<file path="config.mk">
export PLATFORM = sky130hd
export DESIGN_NAME = weighted_grid_neighbour_expand_unit
export DESIGN_NICKNAME = d
export VERILOG_FILES = /design/src/rtl/wgne_pkg.sv /design/src/rtl/wgne_select.sv /design/src/rtl/weighted_grid_neighbour_expand_unit.sv
export VERILOG_INCLUDE_DIRS = /design/src /design/src/rtl
export SDC_FILE = /design/constraint.sdc
export NUM_CORES = 1
export LEC_CHECK = 0
export ABC_AREA = 1
export BUFFER_PORTS_ARGS = -buffer_cell sky130_fd_sc_hd__buf_2
export CAP_MARGIN = 20
export CELL_PAD_IN_SITES_DETAIL_PLACEMENT = 0
export CELL_PAD_IN_SITES_GLOBAL_PLACEMENT = 1
export CORE_MARGIN = 3
export CORE_UTILIZATION = 35
export DETAILED_ROUTE_END_ITERATION = 6
export PLACE_DENSITY = 0.65
export SYNTH_ARGS = -nofsm -noshare
export SYNTH_HDL_FRONTEND = slang
export SYNTH_SLANG_ARGS = --single-unit
export TNS_END_PERCENT = 5
</file>
<file path="constraint.sdc">
create_clock -name i_clk -period 8.7 [get_ports i_clk]
set_clock_uncertainty 0.1 [all_clocks]
set_input_delay 0.435 -clock i_clk [delete_from_list [all_inputs] [get_ports i_clk]]
set_output_delay 0.435 -clock i_clk [all_outputs]
set_load 0.005 [all_outputs]
</file>
<file path="src/rtl/weighted_grid_neighbour_expand_unit_macros.svh">
// assertion macros for the weighted grid neighbour expand unit
`ifndef WEIGHTED_GRID_NEIGHBOUR_EXPAND_UNIT_MACROS_SVH
`define WEIGHTED_GRID_NEIGHBOUR_EXPAND_UNIT_MACROS_SVH

`ifndef NO_ASSERTIONS

// same-cycle implication, checked out of reset
`define WGNE_ASSERT_IMPLY(label, clk, rst_n, cond, expr, msg) \
    label: assert property (@(posedge clk) disable iff (!rst_n) (cond) |-> (expr)) \
        else $error(msg);

// next-cycle implication, checked out of reset
`define WGNE_ASSERT_NEXT(label, clk, rst_n, cond, expr, msg) \
    label: assert property (@(posedge clk) disable iff (!rst_n) (cond) |=> (expr)) \
        else $error(msg);

`else

`define WGNE_ASSERT_IMPLY(label, clk, rst_n, cond, expr, msg)
`define WGNE_ASSERT_NEXT(label, clk, rst_n, cond, expr, msg)

`endif

`endif

</file>
<file path="src/rtl/wgne_pkg.sv">
// shared types, constants and helpers of the weighted grid neighbour expand unit
package wgne_pkg;

    localparam int ID_BITS    = 24;
    localparam int COST_BITS  = 16;
    localparam int PITCH_BITS = 16;
    localparam int STEP_BITS  = 17;
    localparam int NUM_DIRS   = 8;

    // sqrt2/4 in unsigned q0.16
    localparam int K_BITS    = 15;
    localparam int K_SHIFT   = 16;
    localparam logic [K_BITS-1:0] DIAG_K = K_BITS'(23170);

    localparam int SUM_BITS  = COST_BITS + 2;
    localparam int PROD_BITS = SUM_BITS + K_BITS;

    localparam logic [STEP_BITS-1:0] COST_MAX   = {STEP_BITS{1'b1}};
    localparam logic [PITCH_BITS-1:0] PITCH_RST = PITCH_BITS'(258);

    // direction codes, also the emission order
    typedef enum logic [2:0] {
        DIR_N  = 3'd0,
        DIR_NE = 3'd1,
        DIR_NW = 3'd2,
        DIR_S  = 3'd3,
        DIR_SE = 3'd4,
        DIR_SW = 3'd5,
        DIR_E  = 3'd6,
        DIR_W  = 3'd7
    } t_dir;

    typedef struct packed {
        logic [ID_BITS-1:0]   node_id;
        logic [COST_BITS-1:0] cost_center;
        logic [COST_BITS-1:0] cost_north;
        logic [COST_BITS-1:0] cost_south;
        logic [COST_BITS-1:0] cost_east;
        logic [COST_BITS-1:0] cost_west;
        logic [COST_BITS-1:0] cost_northeast;
        logic [COST_BITS-1:0] cost_northwest;
        logic [COST_BITS-1:0] cost_southeast;
        logic [COST_BITS-1:0] cost_southwest;
    } t_in_item;

    typedef struct packed {
        logic                 found;
        logic [ID_BITS-1:0]   neighbour_id;
        logic [2:0]           direction;
        logic [STEP_BITS-1:0] step_cost;
        logic                 last;
    } t_out_item;

    // open-neighbour mask, bit index equals direction code
    function automatic logic [NUM_DIRS-1:0] open_mask(input t_in_item it);
        logic n, s, e, w;
        logic [NUM_DIRS-1:0] m;
        n = (it.cost_north != '0);
        s = (it.cost_south != '0);
        e = (it.cost_east != '0);
        w = (it.cost_west != '0);
        m = '0;
        m[DIR_N]  = n;
        m[DIR_NE] = n && e && (it.cost_northeast != '0);
        m[DIR_NW] = n && w && (it.cost_northwest != '0);
        m[DIR_S]  = s;
        m[DIR_SE] = s && e && (it.cost_southeast != '0);
        m[DIR_SW] = s && w && (it.cost_southwest != '0);
        m[DIR_E]  = e;
        m[DIR_W]  = w;
        return m;
    endfunction

endpackage

</file>
<file path="src/rtl/wgne_select.sv">
// picks the next pending neighbour of the held cell and forms its result
module wgne_select (
    input  wgne_pkg::t_in_item                 i_item,
    input  logic [wgne_pkg::NUM_DIRS-1:0]      i_pend,
    input  logic [wgne_pkg::ID_BITS-1:0]       i_id_north,
    input  logic [wgne_pkg::ID_BITS-1:0]       i_id_south,
    output wgne_pkg::t_out_item                o_result,
    output logic [wgne_pkg::NUM_DIRS-1:0]      o_pend_next
);
    import wgne_pkg::*;

    t_dir                  w_dir;
    logic                  w_any;
    logic                  w_diag;
    logic [ID_BITS-1:0]    w_base;
    logic [ID_BITS-1:0]    w_id;
    logic [COST_BITS-1:0]  w_a;
    logic [COST_BITS-1:0]  w_b;
    logic [COST_BITS-1:0]  w_d;
    logic [SUM_BITS-1:0]   w_sum;
    logic [PROD_BITS-1:0]  w_prod;
    logic [PROD_BITS-1:0]  w_raw;
    logic [STEP_BITS-1:0]  w_cost;

    // lowest pending bit is the next direction in emission order
    always_comb begin
        w_dir = DIR_N;
        for (int i = NUM_DIRS - 1; i >= 0; i--) begin
            if (i_pend[i]) begin
                w_dir = t_dir'(i);
            end
        end
    end

    assign w_any       = (i_pend != '0);
    assign o_pend_next = i_pend & (i_pend - NUM_DIRS'(1));

    // operand and base id selection per direction
    always_comb begin
        w_base = i_item.node_id;
        w_a    = '0;
        w_b    = '0;
        w_d    = '0;
        w_diag = 1'b0;
        w_id   = i_item.node_id;
        unique case (w_dir)
            DIR_N: begin
                w_a  = i_item.cost_north;
                w_id = i_id_north;
            end
            DIR_NE: begin
                w_a    = i_item.cost_north;
                w_b    = i_item.cost_east;
                w_d    = i_item.cost_northeast;
                w_diag = 1'b1;
                w_base = i_id_north;
                w_id   = w_base + ID_BITS'(1);
            end
            DIR_NW: begin
                w_a    = i_item.cost_north;
                w_b    = i_item.cost_west;
                w_d    = i_item.cost_northwest;
                w_diag = 1'b1;
                w_base = i_id_north;
                w_id   = w_base - ID_BITS'(1);
            end
            DIR_S: begin
                w_a  = i_item.cost_south;
                w_id = i_id_south;
            end
            DIR_SE: begin
                w_a    = i_item.cost_south;
                w_b    = i_item.cost_east;
                w_d    = i_item.cost_southeast;
                w_diag = 1'b1;
                w_base = i_id_south;
                w_id   = w_base + ID_BITS'(1);
            end
            DIR_SW: begin
                w_a    = i_item.cost_south;
                w_b    = i_item.cost_west;
                w_d    = i_item.cost_southwest;
                w_diag = 1'b1;
                w_base = i_id_south;
                w_id   = w_base - ID_BITS'(1);
            end
            DIR_E: begin
                w_a  = i_item.cost_east;
                w_id = i_item.node_id + ID_BITS'(1);
            end
            DIR_W: begin
                w_a  = i_item.cost_west;
                w_id = i_item.node_id - ID_BITS'(1);
            end
            default: begin
                w_id = i_item.node_id;
            end
        endcase
    end

    // step cost: mean for orthogonal, scaled four-cell sum for diagonal
    assign w_sum  = SUM_BITS'(i_item.cost_center) + SUM_BITS'(w_a)
                  + SUM_BITS'(w_b) + SUM_BITS'(w_d);
    assign w_prod = PROD_BITS'(w_sum) * PROD_BITS'(DIAG_K);
    assign w_raw  = w_diag ? (w_prod >> K_SHIFT) : (PROD_BITS'(w_sum) >> 1);
    assign w_cost = (w_raw > PROD_BITS'(COST_MAX)) ? COST_MAX : w_raw[STEP_BITS-1:0];

    // result, or the empty marker when nothing is open
    always_comb begin
        o_result.found        = w_any;
        o_result.neighbour_id = w_any ? w_id : '0;
        o_result.direction    = w_any ? w_dir : DIR_N;
        o_result.step_cost    = w_any ? w_cost : '0;
        o_result.last         = (o_pend_next == '0);
    end

endmodule

</file>
<file path="src/rtl/weighted_grid_neighbour_expand_unit.sv">
// Weighted grid neighbour expand unit: takes a cell id with the nine q8.8 costs of its
// 3x3 neighbourhood (zero is blocked) and emits one result per open neighbour in the
// order N, NE, NW, S, SE, SW, E, W, with last set on the final one, or a single result
// with found clear when nothing is open. An accepted cell sits in the input register and
// one neighbour is produced into the output register per cycle unless the output stalls,
// so a cell with k open neighbours gives max(k,1) results (1 to 8); the next cell is
// accepted in the same cycle its last result is formed, so cells follow with no gap.
// The step cost for a neighbour uses one 18x15 multiply between the two registers.
// row_pitch may only be written while no cell is in flight.
`include "weighted_grid_neighbour_expand_unit_macros.svh"

module weighted_grid_neighbour_expand_unit (
    input  logic                              i_clk,
    input  logic                              i_rst_n,
    input  logic                              i_in_valid,
    output logic                              o_in_ready,
    input  wgne_pkg::t_in_item                i_in_data,
    output logic                              o_out_valid,
    input  logic                              i_out_ready,
    output wgne_pkg::t_out_item               o_out_data,
    input  logic                              i_cfg_valid,
    output logic                              o_cfg_ready,
    input  logic [wgne_pkg::PITCH_BITS-1:0]   i_cfg_data
);
    import wgne_pkg::*;

    logic                  r_in_valid,  n_in_valid;
    t_in_item              r_item,      n_item;
    logic [NUM_DIRS-1:0]   r_pend,      n_pend;
    logic [ID_BITS-1:0]    r_id_north,  n_id_north;
    logic [ID_BITS-1:0]    r_id_south,  n_id_south;
    logic                  r_out_valid, n_out_valid;
    t_out_item             r_out,       n_out;
    logic [PITCH_BITS-1:0] r_pitch,     n_pitch;

    logic                  w_emit;
    logic                  w_done;
    logic                  w_accept;
    t_out_item             w_result;
    logic [NUM_DIRS-1:0]   w_pend_next;

    // neighbour selection and cost datapath
    wgne_select u_select (
        .i_item      (r_item),
        .i_pend      (r_pend),
        .i_id_north  (r_id_north),
        .i_id_south  (r_id_south),
        .o_result    (w_result),
        .o_pend_next (w_pend_next)
    );

    // handshake control
    assign w_emit      = r_in_valid && (!r_out_valid || i_out_ready);
    assign w_done      = w_emit && w_result.last;
    assign o_in_ready  = !r_in_valid || w_done;
    assign w_accept    = i_in_valid && o_in_ready;
    assign o_cfg_ready = 1'b1;
    assign o_out_valid = r_out_valid;
    assign o_out_data  = r_out;

    // next state
    always_comb begin
        n_in_valid  = r_in_valid;
        n_item      = r_item;
        n_pend      = r_pend;
        n_id_north  = r_id_north;
        n_id_south  = r_id_south;
        n_out_valid = r_out_valid;
        n_out       = r_out;
        n_pitch     = r_pitch;

        if (i_cfg_valid) begin
            n_pitch = i_cfg_data;
        end

        // input register: load on a transaction, else walk the pending mask
        if (w_accept) begin
            n_in_valid = 1'b1;
            n_item     = i_in_data;
            n_pend     = open_mask(i_in_data);
            n_id_north = i_in_data.node_id - ID_BITS'(r_pitch);
            n_id_south = i_in_data.node_id + ID_BITS'(r_pitch);
        end else if (w_done) begin
            n_in_valid = 1'b0;
            n_pend     = w_pend_next;
        end else if (w_emit) begin
            n_pend = w_pend_next;
        end

        // output register
        if (w_emit) begin
            n_out_valid = 1'b1;
            n_out       = w_result;
        end else if (i_out_ready) begin
            n_out_valid = 1'b0;
        end
    end

    always_ff @(posedge i_clk) begin
        if (!i_rst_n) begin
            r_in_valid  <= 1'b0;
            r_pend      <= '0;
            r_out_valid <= 1'b0;
            r_pitch     <= PITCH_RST;
        end else begin
            r_in_valid  <= n_in_valid;
            r_pend      <= n_pend;
            r_out_valid <= n_out_valid;
            r_pitch     <= n_pitch;
        end
        r_item     <= n_item;
        r_id_north <= n_id_north;
        r_id_south <= n_id_south;
        r_out      <= n_out;
    end

    // checks
    `WGNE_ASSERT_IMPLY(a_empty_is_last, i_clk, i_rst_n, o_out_valid && !o_out_data.found, o_out_data.last, "empty result without last")
    `WGNE_ASSERT_IMPLY(a_empty_is_zero, i_clk, i_rst_n, o_out_valid && !o_out_data.found, (o_out_data.neighbour_id == '0) && (o_out_data.step_cost == '0) && (o_out_data.direction == DIR_N), "empty result with nonzero fields")
    `WGNE_ASSERT_IMPLY(a_take_only_at_end, i_clk, i_rst_n, r_in_valid && o_in_ready, w_emit && w_result.last, "new cell taken before the held one finished")
    `WGNE_ASSERT_NEXT(a_accept_loads, i_clk, i_rst_n, w_accept, r_in_valid, "accepted cell not held")

endmodule

</file>
==> After elaboration in Yosys (flattened, before gate mapping) <==
Index checks and enable logic that the tools add are counted.
{ "word_totals": {"reg_bits": 288, "out_inout_bits": 49, "wordCells": 99} }
{ "op_classes": {"add_sub_neg": 12, "n_mul": 1, "order_cmp": 1, "n_eq_ne": 7, "mux": 22, "bitwise": 1, "reduce_logical": 34} }
{ "op_table": {"columns": ["op", "n"], "rows": [
  ["one-hot mux 24 bit (8 select lines)", 1],
  ["one-hot mux 16 bit (4 select lines)", 2],
  ["nonzero test 16 bit", 8],
  ["adder 24 x 1 -> 24 bit, second input constant", 3],
  ["subtractor 24 x 1 -> 24 bit, second input constant", 3],
  ["adder 18 x 16 -> 18 bit", 2],
  ["two-way mux 17 bit", 2],
  ["> comparator 33 x 17 -> 1 bit, second input constant", 1],
  ["multiplier 18 x 14 -> 32 bit, second input constant", 1],
  ["one-hot mux 16 bit (2 select lines)", 1],
  ["adder 24 x 16 -> 24 bit", 1],
  ["two-way mux 3 bit", 8],
  ["two-way mux 8 bit", 3],
  ["subtractor 24 x 16 -> 24 bit", 1],
  ["adder 16 x 16 -> 17 bit", 1],
  ["== test 3 bit, second input constant", 4],
  ["logical AND 1 bit", 11],
  ["bitwise AND 8 bit", 1],
  ["logical NOT 8 bit", 1],
  ["nonzero test 8 bit", 1],
  ["subtractor 8 x 1 -> 8 bit, second input constant", 1],
  ["== test 3 x 2 -> 1 bit, second input constant", 2],
  ["OR reduction 3 bit", 2],
  ["two-way mux 1 bit", 5],
  ["8 further kinds", 12]
]} }

==> Longest topological paths before layout <==
{ "logic_depth": {"word_depth": 18, "mapped_depth": 55, "depth_no_buf": 55} }

==> Cells and area by module <==
A second synthesis with hierarchy kept.
{ "hier_totals": {"hier_cells": 2930, "hier_area_um2": 23700.2} }
{ "modules_own_cells": {"columns": ["module", "instances", "cells_each", "area_each_um2", "seq_area_each_um2"], "rows": [
  ["weighted_grid_neighbour_expand_unit", 1, 1075, 12194.2, 8358.0],
  ["wgne_select", 1, 1855, 11506.0, 0.0]
]} }

==> Worst setup path before layout <==
No wires, ideal clock.
{ "synth_timing": {"path_kind": "reg2reg", "startpoint": "register r_pend[4]", "endpoint": "register r_out (netlist bit o_out_data[15]), data pin", "t_arrival_ns": 8.566, "required_time_ns": 8.351, "slack_ns": -0.216, "stages_incl_launch_ff": 50, "n_path_buf": 2, "period_less_slack_ns": 8.916, "path_cell_list": "dfxtp_1 -> nor2_1 -> nand2_1 -> nand2_1 -> nand2_4 -> nor2_4 -> nand2_2 -> inv_1 -> buf_2 -> nand2_1 -> o2111ai_1 -> ha_1 -> inv_1 -> o21ai_0 -> nor2_1 -> nand2_1 -> a21oi_1 -> o21bai_1 -> [14 not listed] -> fa_1 -> inv_1 -> fa_1 -> inv_1 -> ha_1 -> ha_1 -> ha_1 -> a21oi_1 -> o21a_1 -> inv_1 -> a21oi_1 -> nor2_1 -> a211oi_1 -> nand2_1 -> nand2_1 -> nand3_1 -> nand2_1 -> inv_1"} }
{ "synth_via": {"elab_chain_cells": 15} }
{ "synth_lines": {"columns": ["element", "line", "text"], "rows": [
  ["start, declared", "weighted_grid_neighbour_expand_unit.sv:29", "logic [NUM_DIRS-1:0] r_pend, n_pend;"],
  ["start signal, assigned", "weighted_grid_neighbour_expand_unit.sv:107", "r_pend <= n_pend;"],
  ["two-way mux 3 bit (5 in series)", "wgne_select.sv:29", "if (i_pend[i]) begin"],
  ["== test 3 x 2 -> 1 bit (tied with other cells)", "wgne_select.sv:46", "unique case (w_dir)"],
  ["OR reduction 3 bit (no line)", null, null],
  ["one-hot mux 16 bit (4 select lines)", "wgne_select.sv:46", null],
  ["adder 16 x 16 -> 17 bit", "wgne_select.sv:102", "assign w_sum = SUM_BITS'(i_item.cost_center) + SUM_BITS'(w_a)"],
  ["adder 18 x 16 -> 18 bit (2 in series)", "wgne_select.sv:103", "+ SUM_BITS'(w_b) + SUM_BITS'(w_d);"],
  ["multiplier 18 x 14 -> 32 bit", "wgne_select.sv:104", "assign w_prod = PROD_BITS'(w_sum) * PROD_BITS'(DIAG_K);"],
  ["two-way mux 17 bit", "wgne_select.sv:105", "assign w_raw = w_diag ? (w_prod >> K_SHIFT) : (PROD_BITS'(w_sum) >> 1);"],
  ["> comparator 33 x 17 -> 1 bit", "wgne_select.sv:106", "assign w_cost = (w_raw > PROD_BITS'(COST_MAX)) ? COST_MAX : w_raw[STEP_BITS-1:0];"],
  ["two-way mux 17 bit", "wgne_select.sv:106", null],
  ["end signal, assigned", "weighted_grid_neighbour_expand_unit.sv:114", "r_out <= n_out;"],
  ["end, declared", "weighted_grid_neighbour_expand_unit.sv:33", "t_out_item r_out, n_out;"]
]} }
Parallel ways exist; a longest one is shown, timed or not.
A chain may end at the register's enable or synchronous reset.

==> Worst setup path after layout <==
{ "layout_timing": {"startpoint": "register r_pend[7]", "endpoint": "register r_out (netlist bit o_out_data[15]), data pin"} }
{ "layout_via": {"elab_chain_cells": 18} }
{ "layout_lines": {"columns": ["element", "line"], "rows": [
  ["two-way mux 3 bit (8 in series)", "wgne_select.sv:29"],
  ["== test 3 x 2 -> 1 bit (tied with other cells)", "wgne_select.sv:46"],
  ["OR reduction 3 bit (no line)", null],
  ["one-hot mux 16 bit (4 select lines)", "wgne_select.sv:46"],
  ["adder 16 x 16 -> 17 bit", "wgne_select.sv:102"],
  ["adder 18 x 16 -> 18 bit (2 in series)", "wgne_select.sv:103"],
  ["multiplier 18 x 14 -> 32 bit", "wgne_select.sv:104"],
  ["two-way mux 17 bit", "wgne_select.sv:105"],
  ["> comparator 33 x 17 -> 1 bit", "wgne_select.sv:106"],
  ["two-way mux 17 bit", "wgne_select.sv:106"]
]} }
Parallel ways exist; a longest one is shown, timed or not.

==> flow_metrics.env <==
export IMPL_run_status="completed"
export IMPL_critPathLaunchType="flip-flop"
export IMPL_worst_ep_required_time_ns=8.90
export IMPL_route_detailed_drc=0
export IMPL_cts_root_buffer="sky130_fd_sc_hd__clkbuf_16"
export IMPL_global_route_usage_total_pct=23.7
export IMPL_maxSlewHeadroom_pct=23.0
export IMPL_critical_path_top_delay_family="adder cells"
export IMPL_endpoint="o_out_data[15]"
export IMPL_final_hold_worst_slack_ns=0.0305
export IMPL_synth_distinct_cells=60
export IMPL_global_route_overflow_total=0
export IMPL_worstReg2RegEnd="o_out_data[15]"
export IMPL_start_util_pct=35.6
export IMPL_startpoint="r_pend[7]"
export IMPL_grt_max_degree=155
export IMPL_clock_insertion_delay_worst_skew_ns=0.57
export IMPL_ports_placed_on_the_boundary=238
export IMPL_die_height_um=263
export IMPL_detail_route_iter0_violations=1447
export IMPL_area_growth_pct=38.7
export IMPL_postSynthCellCount=2720
export IMPL_cts_path_max_buffers=3
export IMPL_global_route_wire_length_before_repair_um=128000
export IMPL_critical_path_max_stage_delay_ns=0.51
export IMPL_critPathMostFrequentCell="sky130_fd_sc_hd__nand2_1"
export IMPL_die_outline_area_um2=69000
export IMPL_final_max_slew_viol_count=0
export IMPL_path_depth=51
export IMPL_num_vias=21693
export IMPL_synth_top_flop_cell="sky130_fd_sc_hd__edfxtp_1"
export IMPL_synth_seq_area_share_pct=36.3
export IMPL_worst_r2r_path_depth=51
export IMPL_dpl_worst_slack_ns=-0.577
export IMPL_crit_arrival_ns=8.67
export IMPL_path_max_fanout=8
export IMPL_die_width_um=263
export IMPL_avgViaCountPerCell=5.08
export IMPL_avgRoutedWirePerCell_um=19.8
export IMPL_route_antenna_remaining_nets=0
export IMPL_synth_fp_nets=3218
export IMPL_floorplan_rows=93
export IMPL_cts_num_sinks=287
export IMPL_globalplace_congestion=0.929
export IMPL_finish_net_count=3888
export IMPL_timing_hold_violations_final=0
export IMPL_grt_antenna_before_repair=4
export IMPL_instances_no_fill=4274
export IMPL_tightest_slew_ns=1.16
export IMPL_finish_utilization_pct=49.3
export IMPL_timing_fmax_mhz=118
export IMPL_cpMaxStageDelayCell="sky130_fd_sc_hd__fa_1"
export IMPL_critical_path_n_buffers_inverters=9
export IMPL_placedCellCount=3999
export IMPL_rrSetupSlack_ns=0.23
export IMPL_routed_wl_um=84600
export IMPL_buffer_ports_inserted=236
export IMPL_postSynthAreaPerCell_um2=8.47
export IMPL_tritoncts="yes"
export IMPL_hold_path_class="input pin to flip-flop"
export IMPL_firstDrtPassIters=7
export IMPL_grt_setup_unrepaired="yes"
export IMPL_max_cap_viol_count=0
export IMPL_timing_final_crit_share_pct=97.3
export IMPL_worst_setup_hold_path_clk_slew_ns=0.06
export IMPL_fp_coreArea_um2=64800
export IMPL_setup_ws_ns=0.231
export IMPL_synth_edff_count=261
export IMPL_hpwl_um=66400
export IMPL_drive_gt1_share_pct=26.8
export IMPL_ctsHtreeMaxLevel=2
export IMPL_cts_made_buffers=38
export IMPL_syn_cell_area_um2=23000
export IMPL_timing_critical_path_to_type="flip-flop"
export IMPL_first_global_vias=21981
export IMPL_yosys_warnings=0
export IMPL_layout_min_cycle_time_ns=8.47
export IMPL_postSynth_asyncResetShare_pct=0
export IMPL_r2r_start="r_pend[7]"
export IMPL_timing_setup_critical_path_class="flip-flop to flip-flop"
export IMPL_final_setup_viol_count=0
export IMPL_postSynthRegisterBits=287
[repair_timing]
action,in CTS,in global routing
buffers inserted,9,36
hold buffers,161,0
gates resized for setup,110,246
endpoints found under the hold margin,160,0
cloned,0,0
pin swaps,34,187
endpoints found under the setup margin,17,17
[metrics by stage]
step                      TNS [ns]  instance area, um^2
after global placement       -3.83                26900
after floorplan            -0.0132                23100
final                            0                32000
after global routing         -2.66                32000
after detailed placement     -6.05                26900
after CTS                  -0.0351                30500
[worst min path at each step]
stage | start | to | slack (ns) | cells after the start
3_5_place_dp | r_pitch[11] | r_pitch[11] | 0.38 | 2
3_3_place_gp | r_pitch[9] | r_pitch[9] | 0.37 | 2
4_1_cts | i_in_data[163] | r_item[163] | 0.00007 | 1
6_report | i_in_data[81] | r_item[81] | 0.03 | 1
2_1_floorplan | r_pitch[15] | r_pitch[15] | 0.35 | 2
5_1_grt | i_in_data[155] | r_item[155] | 0.01 | 1
[cells by family after synthesis]
group	synth area share [%]
buffers and inverters	8.76
AOI/OAI and AO/OA	14.1
adders and majority gates	19.1
DFF	36.3
other	0.0163
xor gates and xnor gates	3.53
and+or+nand+nor	18.2
[cells in the mapped netlist (7+ instances only)]
| cell | number | area [um^2] |
|---|---|---|
| sky130_fd_sc_hd__a22o_1 | 14 | 123 |
| sky130_fd_sc_hd__fa_1 | 70 | 1400 |
| sky130_fd_sc_hd__o21ai_1 | 19 | 95.1 |
| sky130_fd_sc_hd__o21ai_0 | 151 | 756 |
| sky130_fd_sc_hd__dfxtp_1 | 26 | 521 |
| sky130_fd_sc_hd__nand4_1 | 36 | 225 |
| sky130_fd_sc_hd__a22oi_1 | 8 | 60.1 |
| sky130_fd_sc_hd__buf_2 | 20 | 100 |
| sky130_fd_sc_hd__o211ai_1 | 7 | 52.6 |
| sky130_fd_sc_hd__o22ai_1 | 14 | 87.6 |
| sky130_fd_sc_hd__nand3_1 | 135 | 676 |
| sky130_fd_sc_hd__clkbuf_1 | 13 | 48.8 |
| sky130_fd_sc_hd__inv_1 | 457 | 1720 |
| sky130_fd_sc_hd__nor2_1 | 192 | 721 |
| sky130_fd_sc_hd__nor3_1 | 27 | 135 |
| sky130_fd_sc_hd__o21bai_1 | 16 | 120 |
| sky130_fd_sc_hd__nand3b_1 | 7 | 52.6 |
| sky130_fd_sc_hd__a21o_1 | 13 | 97.6 |
| sky130_fd_sc_hd__buf_4 | 7 | 52.6 |
| sky130_fd_sc_hd__or2_2 | 18 | 113 |
| sky130_fd_sc_hd__o2111ai_1 | 13 | 114 |
| sky130_fd_sc_hd__edfxtp_1 | 261 | 7840 |
| sky130_fd_sc_hd__a211oi_1 | 10 | 75.1 |
| sky130_fd_sc_hd__nor4_1 | 33 | 206 |
| sky130_fd_sc_hd__a221oi_2 | 8 | 120 |
| sky130_fd_sc_hd__a21oi_1 | 240 | 1200 |
| sky130_fd_sc_hd__a31oi_1 | 14 | 87.6 |
| sky130_fd_sc_hd__nand2_2 | 7 | 43.8 |
| sky130_fd_sc_hd__ha_1 | 239 | 2990 |
| sky130_fd_sc_hd__nand2_1 | 478 | 1790 |
| sky130_fd_sc_hd__xor2_1 | 72 | 631 |
| sky130_fd_sc_hd__xnor2_1 | 19 | 166 |
| sky130_fd_sc_hd__inv_2 | 11 | 41.3 |
[area by class of cell]
cell class                 instances  area (um^2)
clock buffer                      43          970
multi-input combinational       1918        14500
timing repair buffer             676         4970
tap                              855         1070
clock inverter                    25          367
sequential                       287         8360
antenna                            1         2.50
fill                            6119        32800
inverter                         469         1770
[placed cells by master (no fill, tap or decap), types with 9 or more instances in the layout]
cell type,count
sky130_fd_sc_hd__buf_6,17
sky130_fd_sc_hd__o22ai_1,12
sky130_fd_sc_hd__inv_2,42
sky130_fd_sc_hd__nand2_1,427
sky130_fd_sc_hd__a21oi_2,29
sky130_fd_sc_hd__fa_1,66
sky130_fd_sc_hd__inv_1,424
sky130_fd_sc_hd__dlygate4sd3_1,161
sky130_fd_sc_hd__nand2_4,18
sky130_fd_sc_hd__a21oi_1,202
sky130_fd_sc_hd__a21o_1,13
sky130_fd_sc_hd__nand2_2,42
sky130_fd_sc_hd__o21ai_0,133
sky130_fd_sc_hd__nor3_1,18
sky130_fd_sc_hd__nor4_1,33
sky130_fd_sc_hd__nand4_1,36
sky130_fd_sc_hd__o21bai_1,15
sky130_fd_sc_hd__buf_2,236
sky130_fd_sc_hd__a21oi_4,9
sky130_fd_sc_hd__xnor2_1,17
sky130_fd_sc_hd__xor2_1,59
sky130_fd_sc_hd__nor2_1,168
sky130_fd_sc_hd__xor2_2,11
sky130_fd_sc_hd__nand3_1,130
sky130_fd_sc_hd__o21ai_1,28
sky130_fd_sc_hd__ha_1,175
sky130_fd_sc_hd__ha_4,61
sky130_fd_sc_hd__nor2_4,13
sky130_fd_sc_hd__a31oi_1,13
sky130_fd_sc_hd__buf_4,260
sky130_fd_sc_hd__or2_2,18
sky130_fd_sc_hd__clkbuf_16,38
sky130_fd_sc_hd__nor2_2,20
sky130_fd_sc_hd__dfxtp_1,25
sky130_fd_sc_hd__edfxtp_1,261
sky130_fd_sc_hd__a22o_1,14
sky130_fd_sc_hd__o21ai_2,9
[worst register-to-register path: cells and delay by family, from the launching register on]
| kind | cells | cell delay, ns |
|---|---|---|
| fa+ha+maj | 10 | 3.56 |
| compound gates | 13 | 1.83 |
| simple gates | 17 | 1.53 |
| buf+inv | 9 | 0.59 |
| flops | 1 | 0.33 |
| xor+xnor | 2 | 0.27 |
[layer usage]
| metal | track usage, % | vias to the layer above | part of all wire, % |
|---|---|---|---|
| li1 | - | 10619 | - |
| met4 | 7.43 | 2 | 3.2 |
| met1 | 33.0 | 10315 | 46 |
| met3 | 2.71 | 144 | 4.8 |
| met5 | 0 | - | 0.019 |
| met2 | 38.6 | 613 | 46 |
[state kept, by name (all words and copies together) (netlist names)]
| signal | flops |
|---|---|
| r_pitch | 16 |
| r_id_south | 24 |
| r_id_north | 23 |
| r_pend | 8 |
| o_out_valid | 1 |
| r_item | 168 |
| r_in_valid | 1 |
| o_out_data | 46 |
Power is not shown: default switching activity piles up to over one toggle a cycle in this logic, so the estimate is an artifact.
